File: src/sv/hmbd_pkg.sv
// shared types, address constants and the address decoder of the memory bus
package hmbd_pkg;

  localparam logic [1:0] CMD_READ  = 2'd0;
  localparam logic [1:0] CMD_WRITE = 2'd1;
  localparam logic [1:0] CMD_TICK  = 2'd2;

  localparam logic [15:0] ADDR_P1   = 16'hFF00;
  localparam logic [15:0] ADDR_DIV  = 16'hFF04;
  localparam logic [15:0] ADDR_TAC  = 16'hFF07;
  localparam logic [15:0] ADDR_LCDC = 16'hFF40;
  localparam logic [15:0] ADDR_STAT = 16'hFF41;
  localparam logic [15:0] ADDR_LY   = 16'hFF44;
  localparam logic [15:0] ADDR_DMA  = 16'hFF46;

  localparam logic [7:0] PAGE_OAM  = 8'hFE;
  localparam logic [7:0] PAGE_HIGH = 8'hFF;

  localparam logic [7:0] P1_RESET   = 8'hC0;
  localparam logic [7:0] LCDC_RESET = 8'h91;

  typedef enum logic [2:0] {
    RG_CART,
    RG_VRAM,
    RG_WRAM,
    RG_OAM,
    RG_HOLE,
    RG_HIGH
  } region_e;

  typedef enum logic [2:0] {
    ST_CLEAR,
    ST_IDLE,
    ST_READ,
    ST_DMA_CHK,
    ST_DMA_WR
  } state_e;

  typedef struct packed {
    logic [1:0]  cmd;
    logic [15:0] addr;
    logic [7:0]  wdata;
    logic [7:0]  cycles;
    logic        blank;
    logic [3:0]  dpad;
    logic [3:0]  act;
    region_e     region;
    logic        hram;
  } item_t;

  function automatic region_e classify(logic [15:0] a);
    region_e r;
    if (a <= 16'h7FFF || (a >= 16'hA000 && a <= 16'hBFFF)) r = RG_CART;
    else if (a <= 16'h9FFF) r = RG_VRAM;
    else if (a >= 16'hC000 && a <= 16'hFDFF) r = RG_WRAM;
    else if (a >= 16'hFE00 && a <= 16'hFE9F) r = RG_OAM;
    else if (a <= 16'hFEFF || (a >= 16'hFF4C && a <= 16'hFF7F)) r = RG_HOLE;
    else r = RG_HIGH;
    return r;
  endfunction

endpackage

File: src/sv/hmbd_front.sv
// front end: accepts requests, decodes the region and queues them
module hmbd_front
  import hmbd_pkg::*;
(
  input  logic        clk_i,
  input  logic        rst_ni,
  input  logic        in_valid_i,
  output logic        in_ready_o,
  input  logic [1:0]  command_i,
  input  logic [15:0] address_i,
  input  logic [7:0]  write_data_i,
  input  logic [7:0]  tick_cycles_i,
  input  logic        ppu_in_blank_i,
  input  logic [3:0]  dpad_pressed_i,
  input  logic [3:0]  action_pressed_i,
  input  logic        clearing_i,
  output logic        q_valid_o,
  output item_t       q_item_o,
  input  logic        q_pop_i
);

  item_t       slot_q [2];
  logic        wr_ptr_q, wr_ptr_d;
  logic        rd_ptr_q, rd_ptr_d;
  logic [1:0]  count_q, count_d;
  logic        push;
  item_t       new_item;

  assign in_ready_o = (count_q != 2'd2) && !clearing_i;
  assign push       = in_valid_i && in_ready_o;
  assign q_valid_o  = (count_q != 2'd0);
  assign q_item_o   = slot_q[rd_ptr_q];

  always_comb begin
    new_item.cmd    = command_i;
    new_item.addr   = address_i;
    new_item.wdata  = write_data_i;
    new_item.cycles = tick_cycles_i;
    new_item.blank  = ppu_in_blank_i;
    new_item.dpad   = dpad_pressed_i;
    new_item.act    = action_pressed_i;
    new_item.region = classify(address_i);
    new_item.hram   = (address_i >= 16'hFF80) && (address_i <= 16'hFFFE);
  end

  always_comb begin
    wr_ptr_d = push ? ~wr_ptr_q : wr_ptr_q;
    rd_ptr_d = q_pop_i ? ~rd_ptr_q : rd_ptr_q;
    count_d  = count_q + {1'b0, push} - {1'b0, q_pop_i};
  end

  always_ff @(posedge clk_i) begin
    if (push) begin
      slot_q[wr_ptr_q] <= new_item;
    end
  end

  always_ff @(posedge clk_i or negedge rst_ni) begin
    if (!rst_ni) begin
      wr_ptr_q <= 1'b0;
      rd_ptr_q <= 1'b0;
      count_q  <= 2'd0;
    end else begin
      wr_ptr_q <= wr_ptr_d;
      rd_ptr_q <= rd_ptr_d;
      count_q  <= count_d;
    end
  end

endmodule

File: config.mk
export PLATFORM = sky130hd
export DESIGN_NAME = hmbd_front
export DESIGN_NICKNAME = d
export VERILOG_FILES = /design/src/sv/hmbd_pkg.sv /design/src/sv/hmbd_front.sv
export SDC_FILE = /design/constraint.sdc
export NUM_CORES = 1
export LEC_CHECK = 0
export ABC_AREA = 1
export BUFFER_PORTS_ARGS = -buffer_cell sky130_fd_sc_hd__buf_2
export CELL_PAD_IN_SITES_DETAIL_PLACEMENT = 0
export CELL_PAD_IN_SITES_GLOBAL_PLACEMENT = 2
export CORE_MARGIN = 2
export CORE_UTILIZATION = 40
export CTS_CLUSTER_SIZE = 20
export DETAILED_ROUTE_END_ITERATION = 8
export PLACE_DENSITY = 0.93
export RECOVER_POWER = 25
export SYNTH_ARGS = -nofsm -noshare
export SYNTH_HDL_FRONTEND = slang
export SYNTH_SLANG_ARGS = --single-unit
File: constraint.sdc
create_clock -name clk_i -period 5.9 [get_ports clk_i]
set_input_delay 0.59 -clock clk_i [delete_from_list [all_inputs] [get_ports clk_i]]
set_output_delay 0.59 -clock clk_i [all_outputs]
set_load 0.02 [all_outputs]
==> results.md <==
Outcome:
- The flow ran to the end, and the final reports show no timing, DRC or antenna violations.

Place:
- Input and output buffers added on the ports amount to 96.
- The global placement routability congestion is just under 0.7.
- Detailed placement ended at an HPWL of ~4.5 mm.

Routing:
- The iteration-0 DRC count of the detailed router is 48.
- The post-detailed-route via-to-cell ratio is roughly 4.6.
- The via count is ~2100.
- The routed wire length per instance is 14.7 um.
- Summed over all layers, the routed wires come to around 6.8 mm.
- For this run, design rule violations remaining after detail routing come to 0.
- For this run, the detailed router's first-pass iteration total came to 4.
- The count of nets left with antenna violations after detail routing is 0.

Timing:
- The minimum period implied by the final worst setup slack is roughly 2.7 ns.
- The post-route setup TNS is 0 ns.
- The count of endpoints failing hold in the final timing report was 0.
- The setup skew after layout is slightly below 0.007 ns.
- The final number of max-transition violations is 0.
- Measured against its own limit, the worst slew margin works out to 0.562.
- Dividing the final minimum period by the clock period gives 0.461.
- The fmax is roughly 370 MHz.
- Setup violations remaining at the end of the flow were counted as 0.
- Setup repair after global routing left no endpoint under its margin.
- The transition time of the tightest slew-check pin is approximately 0.66 ns.

Worst setup path:
- The worst setup path is captured at a primary output.
- The worst setup path is launched from a flip-flop.
- The required time at the worst-slack endpoint is about 5.3 ns.
- The startpoint identified for the worst register-to-register timing path is count_q[1].
- The critical path start-end classification is reg -> out.
- STA puts the critical path data arrival time at 2.13 ns.
- The depth of the worst register-to-register path is 4.
- The worst-case register-to-register setup slack is roughly 4.0 ns.
- The worst register-to-register path ends at slot_q[0][41].
- The highest fanout seen on the critical path is 28.

Clock network:
- After clock tree synthesis, the setup repair step added 0 buffers.
- After clock tree synthesis, the repair step resized 0 gates.
- The number of buffers created by CTS is 9.
- The number of buffers inserted by hold repair at cts is 0.
- The clock tree synthesis step divided the H-tree into 3 levels.
- The TritonCTS sink count is 98.
- The CTS clock-pin slew for the worst setup and hold paths is around 0.090 ns.
- TritonCTS built the clock tree.
- The clock passes through at most 2 buffers.
- The clock latency reported for the late side of the worst-skew pair is between 0.3 and 0.4 ns.
- The cell sitting at the root of the clock tree is a sky130_fd_sc_hd__clkbuf_8.

Floorplan:
- The die is a little over 100 um wide.
- The die covers around 11000 um^2.
- The I/O pin count is 97.
- The number of core rows is 36.
- The initial core utilization is 0.405.
- The area of the core is ~9600 um^2.
- The vertical die dimension is between 100 and 150 um.

Layout:
- At the end of the flow the core is filled with cells to 0.489.
- After filler insertion, the fill cell instance count of the layout stands at ~860.
- Leaving out fill and tap cells, the most frequent cells in the layout are sky130_fd_sc_hd__edfxtp_1, sky130_fd_sc_hd__buf_2, sky130_fd_sc_hd__mux2_2.
- The area taken by flip-flops and latches is ~3000 um^2.
- The multi-input logic area is roughly 900 um^2.
- The fraction of final layout cells with drive strength greater than 1 is 0.453.
- The area overhead of the layout relative to synthesis is 20.6%.
- The most common cell after layout, fill and taps aside is sky130_fd_sc_hd__edfxtp_1.
- The number of diodes is 0.
- The number of nets in the finished design is roughly 370.

Synthesis:
- Counting every instance in the synthesized netlist gives around 220.
- The mapped netlist covers 3900 um^2.
- The total nets after synthesis is 269.
- The number of register bits inferred by synthesis is between 90 and 100.
- The count of cell types in the netlist is 22.
- The part of the Yosys area used for sequential elements is 0.748.
- For this run, the number of Yosys warnings is 0.
- The mean area per synthesized cell is between 15 and 20 um^2.

Power and ir drop:
- The power per unit of standard cell area is ~420 nW/um^2.
- For this design the static power due to leakage is 1.79 nW.
- Across the VDD grid, the largest voltage drop is approximately 0.17 mV.

Global routing:
- The overall track demand over capacity in global routing is 0.135.
- The number of antenna violations at the first check in global routing is 0.
- Entering global routing, the biggest net connects between 40 and 50 pins.
- The met3 routing resource usage after global routing is 0.0298.
- The fraction of met1 tracks used by global routing is 0.168.
- For met2 alone, demand over resource in global routing was 0.218.
- The first global-routing pass estimated 10.4 mm of wire.
- The most utilized layer in the global route result is met2.
- The number of global-route vias before repair was about 2100.
- Global routing finished with a remaining overflow of 0.

Worst hold path:
- The tightest min-delay check is of the in -> async type.

Job:
- The tool flagged a number of max-cap violations equal to 0.
[kinds of logic after synthesis]
group,synth area share
buffers and inverters,0.0237
adders and majority gates,0.00641
xor gates and xnor gates,0.00897
AOI/OAI and AO/OA,0.00929
DFF,0.748
and+or+nand+nor,0.0484
muxes,0.155
[registers in the layout, indices dropped and copies added (netlist names)]
name and flops:
count_q 2, rd_ptr_q 1, slot_q 94, wr_ptr_q 1
[stage by stage]
step | hold WS [ns] | std cells | worst slack (ns) | power, W | area [um^2]
4_1_cts | 0.00623 | 462 | 3.12 | 0.00200 | 4730
3_3_place_gp | 0.404 | 446 | 3.55 | 0.00158 | 4550
6_report | 0.0632 | 462 | 3.18 | 0.00197 | 4710
2_1_floorplan | 0.294 | 219 | 2.25 | 0.00141 | 3910
3_5_place_dp | 0.410 | 446 | 3.53 | 0.00159 | 4550
5_1_grt | 0.0657 | 462 | 3.02 | 0.00207 | 4710
[metal layers]
layer | part of all wire | vias to the layer above | wire length (um)
met2 | 0.49 | 57 | 3350
met3 | 0.050 | 12 | 338
li1 | - | 1018 | -
met1 | 0.44 | 1024 | 2960
met5 | 0 | - | 0
met4 | 0.022 | 0 | 150
[Yosys cell counts, drive strengths merged]
cell    instances  area, um^2
a21boi          1        7.51
a21oi           3        18.8
buf             5        43.8
dfrtp           4         100
edfxtp         94        2820
ha              2        25.0
inv            13        48.8
mux2           47         604
nand2          23        86.3
nand3           5        25.0
nand4           2        12.5
nor2           11        43.8
nor3            2        15.0
o21ai           2        10.0
or2             1        6.26
xnor2           2        17.5
xor2            2        17.5
[worst max path at each step]
stage | from | to | slack [ns] | cells past startpoint
6_report | rd_ptr_q | q_item_o[35] | 3.18 | 3
3_5_place_dp | rd_ptr_q | q_item_o[35] | 3.53 | 3
4_1_cts | rd_ptr_q | q_item_o[35] | 3.12 | 3
2_1_floorplan | clearing_i | slot_q[0][0] | 2.25 | 3
5_1_grt | rd_ptr_q | q_item_o[33] | 3.02 | 3
3_3_place_gp | rd_ptr_q | q_item_o[33] | 3.55 | 3
[where the power goes]
part           switching (W)  total (W)  leakage, nW  internal (W)
sequential         0.0000533   0.000922        0.904      0.000869
clock               0.000216   0.000408       0.0874      0.000193
combinational       0.000357   0.000638        0.795      0.000280
total               0.000626    0.00197         1.79       0.00134
[critical path: stages, from the launching register on]
cell,delay [ns]
sky130_fd_sc_hd__dfrtp_2,0.69
sky130_fd_sc_hd__buf_4,0.51
sky130_fd_sc_hd__mux2_2,0.39
sky130_fd_sc_hd__buf_2,0.16
[area by class of cell]
type | count | share of cell area
Clock buffer | 10 | 0.0271
Clock inverter | 6 | 0.0122
Inverter | 13 | 0.0104
Multi-Input combinational cell | 103 | 0.192
Sequential cell | 98 | 0.621
Tap cell | 133 | 0.0353
Timing Repair Buffer | 99 | 0.102
No activity file was read; power rests on OpenSTA's default activity.
